==> src/rtl/core/fsc_pkg.sv <==
// fsc_pkg: types and constants shared by the FEC strength controller.
// No dependencies.
package fsc_pkg;

  localparam int LOSS_W   = 10;
  localparam int TIME_W   = 48;
  localparam int CODE_W   = 16;
  localparam int BYTE_W   = 8;
  localparam int LEVEL_W  = 2;
  localparam int ANOM_W   = 2;
  localparam int CFG_IDX_W = 3;
  localparam int LEVEL_CODES = 4;

  localparam logic [CFG_IDX_W-1:0] CFG_LOSS_THRESHOLD = 3'd0;
  localparam logic [CFG_IDX_W-1:0] CFG_HOLD_TIME      = 3'd1;
  localparam logic [CFG_IDX_W-1:0] CFG_LEVEL0_CODE    = 3'd2;
  localparam logic [CFG_IDX_W-1:0] CFG_LEVEL1_CODE    = 3'd3;
  localparam logic [CFG_IDX_W-1:0] CFG_LEVEL2_CODE    = 3'd4;
  localparam logic [CFG_IDX_W-1:0] CFG_LEVEL3_CODE    = 3'd5;

  localparam logic [LOSS_W-1:0] THRESHOLD_RESET = 10'd10;
  localparam logic [TIME_W-1:0] HOLD_RESET      = 48'd10000000;

  localparam logic               ACT_REPORT = 1'b0;
  localparam logic               ACT_QUERY  = 1'b1;

  localparam logic [ANOM_W-1:0] ANOM_NONE         = 2'd0;
  localparam logic [ANOM_W-1:0] ANOM_SESSION_HIGH = 2'd1;
  localparam logic [ANOM_W-1:0] ANOM_FEC_CLOSED   = 2'd2;

  typedef enum logic [2:0] {
    ST_IDLE,
    ST_READ,
    ST_UPDATE,
    ST_DIVIDE,
    ST_DEADLINE,
    ST_DECIDE
  } state_t;

endpackage

==> src/rtl/core/fec_strength_controller_unit.sv <==
// fec_strength_controller_unit: loss window, serial averaging divider and
// FEC level decision. Depends on fsc_pkg.
//
//   channel | direction | transfer carries
//   --------+-----------+--------------------------------------------------
//   cfg_    | in        | cfg_index, cfg_data (register write)
//   in_     | in        | in_action, in_residual_loss, in_session_loss, in_now_time
//   out_    | out       | out_level, out_fec_k, out_fec_r, out_anomaly
//
// Report: after the input transfer, the window is read and updated, then the
// restoring divider (SumW-bit sums, SumW = 10 + clog2(WINDOW_DEPTH+1), 15 at
// depth 16) computes both averages, which share it, one quotient bit per cycle.
// Query: deadline add, then compare and decide, which waits for the output
// register to drain. in_ready is high only in idle.
// Synchronous active-low reset; old entries are subtracted once the window is full.
module fec_strength_controller_unit #(
  parameter int WINDOW_DEPTH = 16,
  parameter int LEVEL_COUNT  = 4
) (
  input  logic                           clk,
  input  logic                           rst_n,
  input  logic                           cfg_valid,
  output logic                           cfg_ready,
  input  logic [fsc_pkg::CFG_IDX_W-1:0]  cfg_index,
  input  logic [fsc_pkg::TIME_W-1:0]     cfg_data,
  input  logic                           in_valid,
  output logic                           in_ready,
  input  logic                           in_action,
  input  logic [fsc_pkg::LOSS_W-1:0]     in_residual_loss,
  input  logic [fsc_pkg::LOSS_W-1:0]     in_session_loss,
  input  logic [fsc_pkg::TIME_W-1:0]     in_now_time,
  output logic                           out_valid,
  input  logic                           out_ready,
  output logic [fsc_pkg::LEVEL_W-1:0]    out_level,
  output logic [fsc_pkg::BYTE_W-1:0]     out_fec_k,
  output logic [fsc_pkg::BYTE_W-1:0]     out_fec_r,
  output logic [fsc_pkg::ANOM_W-1:0]     out_anomaly
);
  import fsc_pkg::*;

  localparam int FillW = $clog2(WINDOW_DEPTH + 1);
  localparam int HeadW = (WINDOW_DEPTH > 1) ? $clog2(WINDOW_DEPTH) : 1;
  localparam int SumW  = LOSS_W + FillW;
  localparam int CntW  = $clog2(SumW + 1);
  localparam logic [FillW-1:0]   FillFull = FillW'(WINDOW_DEPTH);
  localparam logic [HeadW-1:0]   HeadLast = HeadW'(WINDOW_DEPTH - 1);
  localparam logic [CntW-1:0]    CntLast  = CntW'(SumW - 1);
  localparam logic [LEVEL_W-1:0] LevelTop = LEVEL_W'(LEVEL_COUNT - 1);

  // configuration
  logic [LOSS_W-1:0] threshold_r;
  logic [TIME_W-1:0] hold_r;
  logic [CODE_W-1:0] level_code_r [LEVEL_CODES];

  // window and statistics
  logic [LOSS_W-1:0] fec_mem [WINDOW_DEPTH];
  logic [LOSS_W-1:0] ses_mem [WINDOW_DEPTH];
  logic [LOSS_W-1:0] fec_old_r, ses_old_r;
  logic [HeadW-1:0]  head_r;
  logic [FillW-1:0]  fill_r;
  logic [SumW-1:0]   fec_sum_r, ses_sum_r;
  logic [LOSS_W-1:0] fec_avg_r, ses_avg_r;
  logic [LEVEL_W-1:0] level_r;
  logic [TIME_W-1:0]  last_change_r;

  // input latches
  logic [LOSS_W-1:0] fec_in_r, ses_in_r;
  logic [TIME_W-1:0] now_r;
  logic [TIME_W:0]   deadline_r;

  // divider
  logic [SumW-1:0]  div_q_r;
  logic [FillW-1:0] div_rem_r;
  logic [CntW-1:0]  div_cnt_r;
  logic             div_sel_r;

  // output register
  logic               out_valid_r;
  logic [LEVEL_W-1:0] out_level_r;
  logic [BYTE_W-1:0]  out_k_r, out_r_r;
  logic [ANOM_W-1:0]  out_anom_r;

  state_t state_r, state_nxt;

  logic in_xfer, mem_we, div_step, decide_fire, out_free, div_last;

  // next state
  always_comb begin
    state_nxt = state_r;
    unique case (state_r)
      ST_IDLE: begin
        if (in_xfer) begin
          state_nxt = (in_action == ACT_QUERY) ? ST_DEADLINE : ST_READ;
        end
      end
      ST_READ:     state_nxt = ST_UPDATE;
      ST_UPDATE:   state_nxt = ST_DIVIDE;
      ST_DIVIDE: begin
        if (div_last && div_sel_r) begin
          state_nxt = ST_IDLE;
        end
      end
      ST_DEADLINE: state_nxt = ST_DECIDE;
      ST_DECIDE: begin
        if (out_free) begin
          state_nxt = ST_IDLE;
        end
      end
      default:     state_nxt = ST_IDLE;
    endcase
  end

  // control outputs
  always_comb begin
    in_ready    = 1'b0;
    mem_we      = 1'b0;
    div_step    = 1'b0;
    decide_fire = 1'b0;
    unique case (state_r)
      ST_IDLE:   in_ready    = 1'b1;
      ST_UPDATE: mem_we      = 1'b1;
      ST_DIVIDE: div_step    = 1'b1;
      ST_DECIDE: decide_fire = out_free;
      default: begin
      end
    endcase
  end

  assign in_xfer   = in_valid && in_ready;
  assign out_free  = !out_valid_r || out_ready;
  assign div_last  = div_cnt_r == CntLast;
  assign cfg_ready = 1'b1;

  always_ff @(posedge clk) begin
    if (!rst_n) begin
      state_r <= ST_IDLE;
    end else begin
      state_r <= state_nxt;
    end
  end

  // configuration writes
  always_ff @(posedge clk) begin
    if (!rst_n) begin
      threshold_r <= THRESHOLD_RESET;
      hold_r      <= HOLD_RESET;
      for (int i = 0; i < LEVEL_CODES; i++) begin
        level_code_r[i] <= '0;
      end
    end else if (cfg_valid && cfg_ready) begin
      unique case (cfg_index)
        CFG_LOSS_THRESHOLD: threshold_r     <= cfg_data[LOSS_W-1:0];
        CFG_HOLD_TIME:      hold_r          <= cfg_data;
        CFG_LEVEL0_CODE:    level_code_r[0] <= cfg_data[CODE_W-1:0];
        CFG_LEVEL1_CODE:    level_code_r[1] <= cfg_data[CODE_W-1:0];
        CFG_LEVEL2_CODE:    level_code_r[2] <= cfg_data[CODE_W-1:0];
        CFG_LEVEL3_CODE:    level_code_r[3] <= cfg_data[CODE_W-1:0];
        default: begin
        end
      endcase
    end
  end

  // window memory
  always_ff @(posedge clk) begin
    if (mem_we) begin
      fec_mem[head_r] <= fec_in_r;
      ses_mem[head_r] <= ses_in_r;
    end
    fec_old_r <= fec_mem[head_r];
    ses_old_r <= ses_mem[head_r];
  end

  // sums, head, fill
  logic             full;
  logic [SumW-1:0]  fec_sum_nxt, ses_sum_nxt;
  logic [HeadW-1:0] head_nxt;

  always_comb begin
    full        = fill_r == FillFull;
    fec_sum_nxt = fec_sum_r - (full ? SumW'(fec_old_r) : '0) + SumW'(fec_in_r);
    ses_sum_nxt = ses_sum_r - (full ? SumW'(ses_old_r) : '0) + SumW'(ses_in_r);
    head_nxt    = (head_r == HeadLast) ? '0 : head_r + 1'b1;
  end

  // divider step
  logic [FillW:0]   rem_shift;
  logic             rem_ge;
  logic [FillW-1:0] rem_new;
  logic [SumW-1:0]  q_new;

  always_comb begin
    rem_shift = {div_rem_r, div_q_r[SumW-1]};
    rem_ge    = rem_shift >= {1'b0, fill_r};
    rem_new   = rem_ge ? FillW'(rem_shift - {1'b0, fill_r}) : rem_shift[FillW-1:0];
    q_new     = {div_q_r[SumW-2:0], rem_ge};
  end

  always_ff @(posedge clk) begin
    if (!rst_n) begin
      head_r    <= '0;
      fill_r    <= '0;
      fec_sum_r <= '0;
      ses_sum_r <= '0;
      fec_avg_r <= '0;
      ses_avg_r <= '0;
      div_sel_r <= 1'b0;
      div_cnt_r <= '0;
    end else begin
      if (mem_we) begin
        fec_sum_r <= fec_sum_nxt;
        ses_sum_r <= ses_sum_nxt;
        head_r    <= head_nxt;
        if (!full) begin
          fill_r <= fill_r + 1'b1;
        end
        div_sel_r <= 1'b0;
        div_cnt_r <= '0;
      end else if (div_step) begin
        if (div_last) begin
          div_cnt_r <= '0;
          div_sel_r <= 1'b1;
          if (div_sel_r) begin
            ses_avg_r <= q_new[LOSS_W-1:0];
          end else begin
            fec_avg_r <= q_new[LOSS_W-1:0];
          end
        end else begin
          div_cnt_r <= div_cnt_r + 1'b1;
        end
      end
    end
  end

  always_ff @(posedge clk) begin
    if (mem_we) begin
      div_q_r   <= fec_sum_nxt;
      div_rem_r <= '0;
    end else if (div_step) begin
      if (div_last && !div_sel_r) begin
        div_q_r   <= ses_sum_r;
        div_rem_r <= '0;
      end else begin
        div_q_r   <= q_new;
        div_rem_r <= rem_new;
      end
    end
  end

  // input latches and deadline
  always_ff @(posedge clk) begin
    if (in_xfer) begin
      fec_in_r <= in_residual_loss;
      ses_in_r <= in_session_loss;
      now_r    <= in_now_time;
    end
    if (state_r == ST_DEADLINE) begin
      deadline_r <= {1'b0, last_change_r} + {1'b0, hold_r};
    end
  end

  // decision
  logic               held, ses_high, changed;
  logic [LEVEL_W-1:0] level_nxt;
  logic [ANOM_W-1:0]  anom_nxt;
  logic [CODE_W-1:0]  code_sel;

  always_comb begin
    held      = deadline_r <= {1'b0, now_r};
    ses_high  = ses_avg_r > threshold_r;
    level_nxt = level_r;
    changed   = 1'b0;
    anom_nxt  = ANOM_NONE;
    priority if (fec_avg_r == '0) begin
      priority if (level_r == '0) begin
        if (ses_high) begin
          level_nxt = LEVEL_W'(1);
          changed   = 1'b1;
        end
      end else if (ses_avg_r != '0) begin
        if (ses_high) begin
          anom_nxt = ANOM_SESSION_HIGH;
        end
      end else if (held) begin
        level_nxt = '0;
        changed   = 1'b1;
      end else begin
      end
    end else begin
      priority if (level_r == '0) begin
        anom_nxt = ANOM_FEC_CLOSED;
      end else if (ses_high && held && level_r < LevelTop) begin
        level_nxt = level_r + 1'b1;
        changed   = 1'b1;
      end else begin
      end
    end
    code_sel = level_code_r[level_nxt];
  end

  always_ff @(posedge clk) begin
    if (!rst_n) begin
      level_r       <= '0;
      last_change_r <= '0;
      out_valid_r   <= 1'b0;
    end else begin
      if (decide_fire) begin
        level_r     <= level_nxt;
        out_valid_r <= 1'b1;
        if (changed) begin
          last_change_r <= now_r;
        end
      end else if (out_ready) begin
        out_valid_r <= 1'b0;
      end
    end
  end

  always_ff @(posedge clk) begin
    if (decide_fire) begin
      out_level_r <= level_nxt;
      out_k_r     <= code_sel[CODE_W-1:BYTE_W];
      out_r_r     <= code_sel[BYTE_W-1:0];
      out_anom_r  <= anom_nxt;
    end
  end

  assign out_valid   = out_valid_r;
  assign out_level   = out_level_r;
  assign out_fec_k   = out_k_r;
  assign out_fec_r   = out_r_r;
  assign out_anomaly = out_anom_r;

`ifndef SYNTHESIS
  a_fill_bound: assert property (@(posedge clk) disable iff (!rst_n)
    fill_r <= FillFull)
    else $error("window fill count above depth");

  a_level_bound: assert property (@(posedge clk) disable iff (!rst_n)
    level_r <= LevelTop)
    else $error("level above top level");

  a_level_change: assert property (@(posedge clk) disable iff (!rst_n)
    !$stable(level_r) |-> $past(state_r == ST_DECIDE))
    else $error("level changed outside decision step");

  a_avg_change: assert property (@(posedge clk) disable iff (!rst_n)
    (!$stable(fec_avg_r) || !$stable(ses_avg_r)) |-> $past(state_r == ST_DIVIDE))
    else $error("average changed outside divide");
`endif

endmodule
==> config.mk <==
export PLATFORM = sky130hd
export DESIGN_NAME = fec_strength_controller_unit
export DESIGN_NICKNAME = d
export VERILOG_FILES = /design/src/rtl/core/fsc_pkg.sv /design/src/rtl/core/fec_strength_controller_unit.sv
export SDC_FILE = /design/constraint.sdc
export NUM_CORES = 1
export LEC_CHECK = 0
export BUFFER_PORTS_ARGS = -buffer_cell sky130_fd_sc_hd__buf_2
export CAP_MARGIN = 10
export CELL_PAD_IN_SITES_DETAIL_PLACEMENT = 1
export CELL_PAD_IN_SITES_GLOBAL_PLACEMENT = 2
export CORE_MARGIN = 4
export CORE_UTILIZATION = 44
export CTS_CLUSTER_DIAMETER = 50
export CTS_CLUSTER_SIZE = 24
export DETAILED_ROUTE_END_ITERATION = 6
export PLACE_DENSITY = 0.91
export SLEW_MARGIN = 20
export SYNTH_ARGS = -nofsm -noshare
export SYNTH_HDL_FRONTEND = slang
export SYNTH_SLANG_ARGS = --single-unit
==> constraint.sdc <==
create_clock -name clk -period 5.06 [get_ports clk]
set_input_delay 0 -clock clk [delete_from_list [all_inputs] [get_ports clk]]
set_output_delay 0 -clock clk [all_outputs]
set_load 0.02 [all_outputs]
After elaboration in Yosys (flattened, before gate mapping) --
Memory sizes are Yosys's and may differ from the RTL's. A register that Yosys moved wholly into a read port is not among the register bits. Index checks and enable logic that the tools add are counted.
Word-level totals: memories 3, flip-flop bits (word level) 317, input bits 125, output and inout bits 23, RAM bits 384, word-level logic and storage cells 149
Cells by class: bitwise logic cells 8, magnitude comparators 4, add/subtract/negate cells 10, reductions and logical operators 24, multiplexer cells 62, equality and inequality tests 16
Memory list:
- fec_mem | depth 16, width 10, read ports 1, clocked after Yosys merged registers in 1, write ports 1, line fec_strength_controller_unit.sv:56 | logic [LOSS_W-1:0] fec_mem [WINDOW_DEPTH];
- ses_mem | depth 16, width 10, read ports 1, clocked after Yosys merged registers in 1, write ports 1, line fec_strength_controller_unit.sv:57 | logic [LOSS_W-1:0] ses_mem [WINDOW_DEPTH];
- level_code_r | depth 4, width 16, read ports 1, clocked after Yosys merged registers in 1, write ports 4, line fec_strength_controller_unit.sv:53 | logic [CODE_W-1:0] level_code_r [LEVEL_CODES];
Operators by type and width (number):
- 2-to-1 mux 16 bit | 4
- adder 48 x 48 -> 49 bit | 1
- less-or-equal comparator 49 x 48 -> 1 bit | 1
- 2-to-1 mux 15 bit | 3
- 2-to-1 mux 1 bit | 35
- adder 15 x 10 -> 15 bit | 2
- subtractor 15 x 10 -> 15 bit | 2
- 2-to-1 mux 10 bit | 2
- 2-to-1 mux 2 bit | 9
- one-hot mux 3 bit (6 select lines) | 1
- == test 3 x 2 -> 1 bit, second input constant | 4
- == test 3 bit, second input constant | 4
- 2-to-1 mux 3 bit | 4
- > comparator 10 bit | 1
- zero test 10 bit | 1
- 2-to-1 mux 5 bit | 2
- AND reduction 2 bit | 5
- nonzero test 10 bit | 1
- adder 4 x 1 -> 4 bit, second input constant | 2
- == test 4 bit, second input constant | 2
- 2-to-1 mux 4 bit | 2
- AND reduction 4 bit | 2
- == test 3 x 1 -> 1 bit, second input constant | 2
- greater-or-equal comparator 6 x 5 -> 1 bit | 1
- other kinds (16) | 31

Logic depth before layout (Yosys ltp) --
Gate-level depths: netlist of the first run.
depth after elaboration 7, depth in mapped cells 20

Least setup slack after synthesis of the first run --
No wires, ideal clock.
path kind register to register, start point register fill_r[1], end point register div_q_r[14] (data pin), cell stages (with the launch flop) 19, data required time 4793 ps, period minus slack after synthesis 3942 ps, path buffers 1, arrival time 3675 ps, path slack 1118 ps, cell sequence dfxtp_1 > inv_1 > ha_1 > and4_1 > clkbuf_1 > and2_1 > fa_1 > inv_1 > fa_1 > a21o_1 > a21oi_1 > o21ai_0 > nand2_1 > o2111ai_1 > a31o_2 > a21oi_1 > xnor2_1 > xor2_1 > a21oi_1
Between the ends: word-level cells in the longest chain between the ends 5
RTL lines:
- from (decl) | line fec_strength_controller_unit.sv:60 | logic [FillW-1:0] fill_r;
- from (signal assigned) | line fec_strength_controller_unit.sv:215 | fill_r <= fill_r + 1'b1;
- == test 5 bit | line fec_strength_controller_unit.sv:180 | full = fill_r == FillFull;
- 2-to-1 mux 10 bit | line fec_strength_controller_unit.sv:181 | fec_sum_nxt = fec_sum_r - (full ? SumW'(fec_old_r) : '0) + SumW'(fec_in_r);
- subtractor 15 x 10 -> 15 bit | line fec_strength_controller_unit.sv:181
- adder 15 x 10 -> 15 bit | line fec_strength_controller_unit.sv:181
- 2-to-1 mux 15 bit | line fec_strength_controller_unit.sv:236 | if (mem_we) begin
- to (signal assigned) | line fec_strength_controller_unit.sv:237 | div_q_r <= fec_sum_nxt;
- to (signal assigned) | line fec_strength_controller_unit.sv:241 | div_q_r <= ses_sum_r;
- to (signal assigned) | line fec_strength_controller_unit.sv:244 | div_q_r <= q_new;
- to (decl) | line fec_strength_controller_unit.sv:72 | logic [SumW-1:0] div_q_r;
No other way between the ends. A chain may end at the register's enable or synchronous reset.

Worst setup path in the final report of the first run --
start point register fill_r[1], end point register fec_sum_r[14]
Between the ends: word-level cells in the longest chain between the ends 4
RTL lines:
- == test 5 bit | line fec_strength_controller_unit.sv:180
- 2-to-1 mux 10 bit | line fec_strength_controller_unit.sv:181
- subtractor 15 x 10 -> 15 bit | line fec_strength_controller_unit.sv:181
- adder 15 x 10 -> 15 bit | line fec_strength_controller_unit.sv:181
- to (signal assigned) | line fec_strength_controller_unit.sv:211 | fec_sum_r <= fec_sum_nxt;
- to (decl) | line fec_strength_controller_unit.sv:61 | logic [SumW-1:0] fec_sum_r, ses_sum_r;
No other way between the ends.

==> metrics.txt, run 1 <==
RR Startpoint fill_r[1]; Syn. warnings 0; synthesized area 33,300 um^2; routability cong. 0.849; status finished clean; HP Start in_session_loss[0]; Post-route DRC 0; number of flops mapped to enable cells by yosys 536; dpl hpwl 54.7 mm; Post-Syn Nets 2,882; root buffer cell clkbuf_16; htree depth 3; sequential fraction of the synthesis area 60.3%; WL met3 4.10 mm; vias per inst 5.52; CP required 5.59 ns; pwr dens 401 nW/um^2; final setup TNS 0 ns; clock buffer depth 3; top sig layer met4; number of CTS-inserted buffers 83; Via Count 21,549; Final Cycle Share 92.8%; Core ar. 74,800 um^2; # IOs 148; Rows 100; Crit Path Class register to register; slowest cell delay on critical path 0.48 ns; Cells after DPL 3,621; First-pass DRT Iterations 5; Setup crit end kind register; Worst setup SP type register; largest net degree at the start of global routing 101; hold crit path type primary input to register; Die Height 283 um; Net Sw Power 0.00439 W; first-pass GRT wire length 136 mm; critical-path cell list inv_1, ha_1, and4_1, and2_1, fa_1, inv_1, fa_1, a21o_1, a21oi_1, o21ai_0, nand2_1, o2111ai_1, a31o_2, a21oi_1, xnor2_1, or3_1, a21boi_0; Synth Flop Type edfxtp_1; die area 80,200 um^2; Pint 0.0114 W; Clock power frac 40.3%; Max-Cap Viols 0; synthesized area per cell 12.9 um^2; M1 WL 34.9 mm; initial antenna violation count 1; Post-synth ARST share 0%; Clk Latency, worst-skew pair 0.66 ns; routed wl met2 44.1 mm; Netlist cell types 78; Fin. Hold Viols 0; Yosys reg bits 737; CTS tree done; Setup-failing EPs final 0; cells after synthesis 2,586; Layout fillers 7,482; Die Wd 283 um; layout cells sized above 1 16.0%; unrepaired setup endpoints after global routing false; DRT antenna net count 0; DR iter-0 viols 1,407; # nets final 3,159; worst clock skew 0.0529 ns; Tmin final 4.70 ns; Final Core Density 52.7%; share of power burned in registers 45.8%; number of buffers added on ports 146; Detailed Route WL 86.4 mm; DR WL/cell 22.1 um; Arr. time, crit path 5.22 ns; clk sink count 737; Critical Path Source fill_r[1]; worst relative slew slack 26.0%; Net Sw Frac 27.8%; Worst-path clk slew 0.08 ns; final std cells w/o fill 3,903; final count of pins violating max slew 0; CP max FO 15; vias in the first global route 23,723; Max Freq 213 MHz; worst-margin pin slew 1.11 ns; Leakage 14.7 nW; WP buf/inv 2; synth-to-layout area growth 18.4%; Top delay family on crit path compound AO/OA/AOI/OAI gates; gr usage total 21.5%; IR drop worst, VDD 0.000354 V; Logic pwr share 13.9%; starting density of the core 44.6%; Crit-path slowest cell fa_1; Congestion Overflow GR 0
## cell usage in the layout, fill, tap and decap left out, drive strengths merged, types with 100 or more instances in the layout
master       count
buf            169
mux4           100
edfxtp         536
dlygate4sd3    126
nand2          361
dfxtp          201
and2           112
a21boi         137
ha             149
inv            202
## cell usage after synthesis (13+ instances only)
master / count / area, um^2
nor2_1: 86 / 323
nand4_1: 17 / 106
mux4_2: 100 / 2250
xor2_1: 27 / 236
clkbuf_1: 82 / 308
o21ai_0: 78 / 390
inv_1: 175 / 657
o21a_1: 15 / 113
mux2i_1: 62 / 621
a21boi_0: 132 / 991
nand3_1: 34 / 170
edfxtp_1: 536 / 16100
xnor2_1: 43 / 377
dfxtp_1: 201 / 4020
a21o_1: 36 / 270
and2_1: 112 / 701
a21oi_1: 92 / 460
a211oi_1: 13 / 97.6
nor3_1: 38 / 190
nand2b_1: 19 / 119
nor2b_1: 17 / 106
nand2_1: 361 / 1360
fa_1: 22 / 440
ha_1: 149 / 1860
## power groups by stage
stage / clock [W] / combinational (W) / sequential (W)
floorplan: 0 / 0.00155 / 0.00721
global route: 0.00679 / 0.00245 / 0.00729
global placement: 0 / 0.00198 / 0.00734
CTS: 0.00650 / 0.00220 / 0.00725
detailed placement: 0 / 0.00209 / 0.00737
finish: 0.00638 / 0.00219 / 0.00724
## final timing paths
check	endpoint	depth (start not counted)	slack, ns
worst max-delay path	fec_sum_r[14]	17	0.36
worst min-delay path	ses_in_r[0]	2	0.06
worst max register to register	fec_sum_r[14]	17	0.36
worst min register to register	last_change_r[10]	2	0.47
## per-stage QoR
step | total power [W] | setup WS (ns) | hold WS [ns] | cell area [um^2]
after CTS | 0.0159 | 0.299 | 0.0148 | 39400
after detailed placement | 0.00947 | 0.376 | 0.179 | 35200
after global placement | 0.00933 | 0.656 | 0.176 | 35200
final | 0.0158 | 0.365 | 0.0558 | 39500
after global routing | 0.0165 | 0.119 | 0.0351 | 39500
after floorplan | 0.00876 | 1.12 | 0.0989 | 33300
## kinds of logic (layout without fill, tap and decap cells)
logic type	count (synthesis)	after routing	share of synthesized area [%]
buf+inv	278	625	3.25
fa+ha+maj	171	171	6.91
compound gates	441	441	8.87
mux	163	163	8.66
other cells	1	2	0.0112
xor+xnor	70	70	1.84
simple gates	725	725	10.1
flops	737	737	60.3
## registers in the layout (all words and copies together) (netlist names), 15 cells and up
register and flops:
fec_mem 160, level_code_r 64, ses_sum_r 15, hold_r 48
fec_sum_r 15, now_r 48, last_change_r 48, ses_mem 160
deadline_r 49, div_q_r 15
## worst register-to-register path: cells and delay by family, from the launching register on
family,cells,cell delay [ns]
adders and majority gates,3,1.14
AOI/OAI and AO/OA,7,1.52
buffers and inverters,2,0.19
DFF,1,0.42
xor gates and xnor gates,1,0.14
and+or+nand+nor,4,1.18
## area by class of cell
type	count	area [um^2]	share of cell area, %
sequential	737	20100	51.0
clock buffer	93	2210	5.60
tap	969	1210	3.07
timing repair buffer	295	2170	5.50
antenna	1	2.50	0.00634
multi-input combinational	1571	12300	31.2
inverter	175	657	1.66
clock inverter	62	767	1.94
## per-layer routing
metal / GRT usage, % / vias up
met1: 26.4 / 10870
met2: 38.1 / 546
met4: 8.15 / 0
met3: 3.55 / 187
met5: 0 / -
li1: - / 9946
## timing repair
item                                    CTS  global route
gates resized for setup                   0             1
endpoints found under the setup margin    0             1
hold endpoints to repair                193             0
hold buffers                            126             0
setup buffers                             0             0
Power figures use the tool's default switching activity.
==> inputs of run 2 (changes only) <==
BUFFER_PORTS_ARGS = default   (was -buffer_cell sky130_fd_sc_hd__buf_2)
CORE_UTILIZATION = 45   (was 44)
DONT_BUFFER_PORTS = 1   (was default)
PLACE_DENSITY = 0.9   (was 0.91)
==> run 2 against run 1 <==
Effect of this change: the flow now finishes with violations (negative hold slack); worst setup slack gained 0.13 ns; die area shrank 2.2%; clock power shrank 1%; design area grew 1.4%; wire length grew 5.4%; sequential share of layout area shrank 0.69 points; first-iteration DRC count grew 12%; fmax grew 2.9%; clock skew shrank 0.0012 ns; via count grew 1.4%; combinational power is essentially flat; cell count shrank 0.15%; critical path type unchanged; critical endpoint is now ses_sum_r[14]; largest cell class unchanged.
==> metrics.txt, run 2 (same netlist as run 1, synthesis figures left out) <==
root buffer cell clkbuf_16; number of CTS-inserted buffers 85 (+2.4%); Crit Path Class register to register; Top delay family on crit path compound AO/OA/AOI/OAI gates; worst clock skew 0.0518 ns (-0.00118 ns); largest net degree at the start of global routing 176 (+74%); critical-path cell list inv_1, ha_1, and4_2, and2_1, fa_1, fa_1, nor2b_1, o21a_1, o21ai_1, a2111oi_1, nor2_1, a211o_1, o21ai_1, xnor2_1, or3_1, a21boi_0; # IOs 148 (unchanged); WP buf/inv 1 (-1); worst-margin pin slew 1.11 ns (+0.00185 ns); # nets final 3,153 (-0.19%); Arr. time, crit path 5.13 ns (-0.09 ns); most frequent cells in the layout edfxtp_1 (536), nand2_1 (361), dlygate4sd3_1 (251); starting density of the core 45.5% (+0.98 points); Tot Pwr 0.0157 W (-0.42%); Clk Latency, worst-skew pair 0.66 ns (about the same); number of setup buffers added after CTS 0 (unchanged); Detailed Route WL 91.0 mm (+5.4%); Min Hold Slack -0.00482 ns (-0.0606 ns); initial antenna violation count 10 (+9); Final Cycle Share 90.1% (-2.6 points); htree depth 3 (unchanged); layout cells sized above 1 11.4% (-4.6 points); synth-to-layout area growth 20.0%; Leakage 14.7 nW (+0.10%); DR WL/cell 23.4 um (+5.6%); dpl hpwl 54.3 mm (-0.63%); unrepaired setup endpoints after global routing false; final count of pins violating max slew 0 (unchanged); slowest cell delay on critical path 0.53 ns (+0.05 ns); Tmin final 4.56 ns (-0.134 ns); Worst-path clk slew 0.08 ns (about the same); clk sink count 737 (unchanged); Setup-failing EPs final 0 (unchanged); final setup TNS 0 ns (unchanged); Max-Cap Viols 0 (unchanged); failing checks negative hold slack; Congestion Overflow GR 0 (unchanged); pwr dens 394 nW/um^2 (-1.8%); DRT antenna net count 0 (unchanged); most common cell after layout, fill and taps aside edfxtp_1; Core ar. 73,200 um^2 (-2.2%); Via Count 21,855 (+1.4%); routability cong. 0.808 (-4.8%); CP required 5.63 ns (+0.04 ns); Worst setup SP type register; Layout fillers 7,193 (-3.9%); DR iter-0 viols 1,582 (+12%); Rows 99 (-1.0%); CP max FO 22 (+7); vias in the first global route 24,025 (+1.3%); First-pass DRT Iterations 5 (unchanged); first-pass GRT wire length 140 mm (+2.7%); Fin. Hold Viols 1 (+1); vias per inst 5.61 (+1.6%); clock buffer depth 3 (unchanged); IR drop worst, VDD 0.000352 V (-0.59%); Setup crit end kind register; number of buffers added on ports 0 (-100%); Die Wd 280 um (-1.1%); top flop regs fec_mem x160, ses_mem x160, level_code_r x64; Max Freq 219 MHz (+2.9%); hold crit path type primary input to register; gr usage total 23.0% (+1.5 points); Post-route DRC 0 (unchanged); status complete, but fails checks; worst relative slew slack 25.6% (-0.39 points); Die Height 280 um (-1.1%); CTS tree done; Crit-path slowest cell a2111oi_1; die area 78,500 um^2 (-2.2%)
==> run 2: changes by cell type in the layout (fill, tap and decap cells not counted), moves of 5 or more <==
| cell | before | now |
|---|---|---|
| buf_2 | 145 | 0 |
| dlygate4sd3_1 | 126 | 251 |
| buf_4 | 23 | 34 |
| diode_2 | 1 | 11 |
| nor2_4 | 12 | 4 |
| nor2_2 | 5 | 12 |
| inv_6 | 14 | 19 |
==> run 2: worst reg2reg max path, cell delays in order, from the launching register on <==
cell,delay (ns)
dfxtp_1,0.43
inv_1,0.11
ha_1,0.19
and4_2,0.38
and2_1,0.25
fa_1,0.51
fa_1,0.48
nor2b_1,0.16
o21a_1,0.16
o21ai_1,0.11
a2111oi_1,0.53
nor2_1,0.11
a211o_1,0.31
o21ai_1,0.19
xnor2_1,0.11
or3_1,0.31
a21boi_0,0.17
==> run 2: worst paths after layout <==
check | startpoint | endpoint | slack [ns] | cells past startpoint
worst max-delay path | fill_r[1] | ses_sum_r[14] | 0.50 | 16
worst min-delay path | rst_n | level_code_r[1][9] | -0.005 | 3
worst max register to register | fill_r[1] | ses_sum_r[14] | 0.50 | 16
worst min register to register | last_change_r[10] | last_change_r[10] | 0.46 | 2
==> run 2: layout make-up <==
class                      count  area (um^2)  area share [%]
clock buffer                  93         2220            5.55
multi-input combinational   1571        12300            30.6
clock inverter                64          699            1.75
timing repair buffer         287         2820            7.04
antenna                       11         27.5          0.0688
inverter                     175          657            1.64
tap                          959         1200            3.00
sequential                   737        20100            50.3
==> run 2: metal layers <==
metal / GRT usage [%] / routed length (um)
met1: 27.1 / 35300
met5: 0 / 12
met4: 8.89 / 3420
met2: 42.6 / 48300
met3: 3.34 / 3980
==> run 2: what timing repair did <==
action	in CTS	in global routing
endpoints found under the hold margin	352	15
hold buffers	249	3
gates resized for setup	0	1
endpoints found under the setup margin	0	1
==> run 2: report_power, final <==
| part | total [W] | switching [W] | internal [W] |
|---|---|---|---|
| clock network | 0.00630 | 0.00285 | 0.00346 |
| logic | 0.00221 | 0.00124 | 0.000973 |
| registers | 0.00723 | 0.000307 | 0.00692 |
| total | 0.0157 | 0.00439 | 0.0114 |
==> run 2: through the flow <==
stage          hold slack [ns]  setup WS [ns]  util [%]  cells  instance area [um^2]
3_5_place_dp            0.0989          0.281      47.1   3477                 34500
5_1_grt                0.00325          0.168      54.6   3895                 40000
6_report              -0.00482          0.498      54.6   3897                 40000
2_1_floorplan           0.0989           1.12         -   2586                 33300
3_3_place_gp            0.0989          0.556      47.1   3477                 34500
4_1_cts                 0.0112          0.238      54.6   3883                 39900
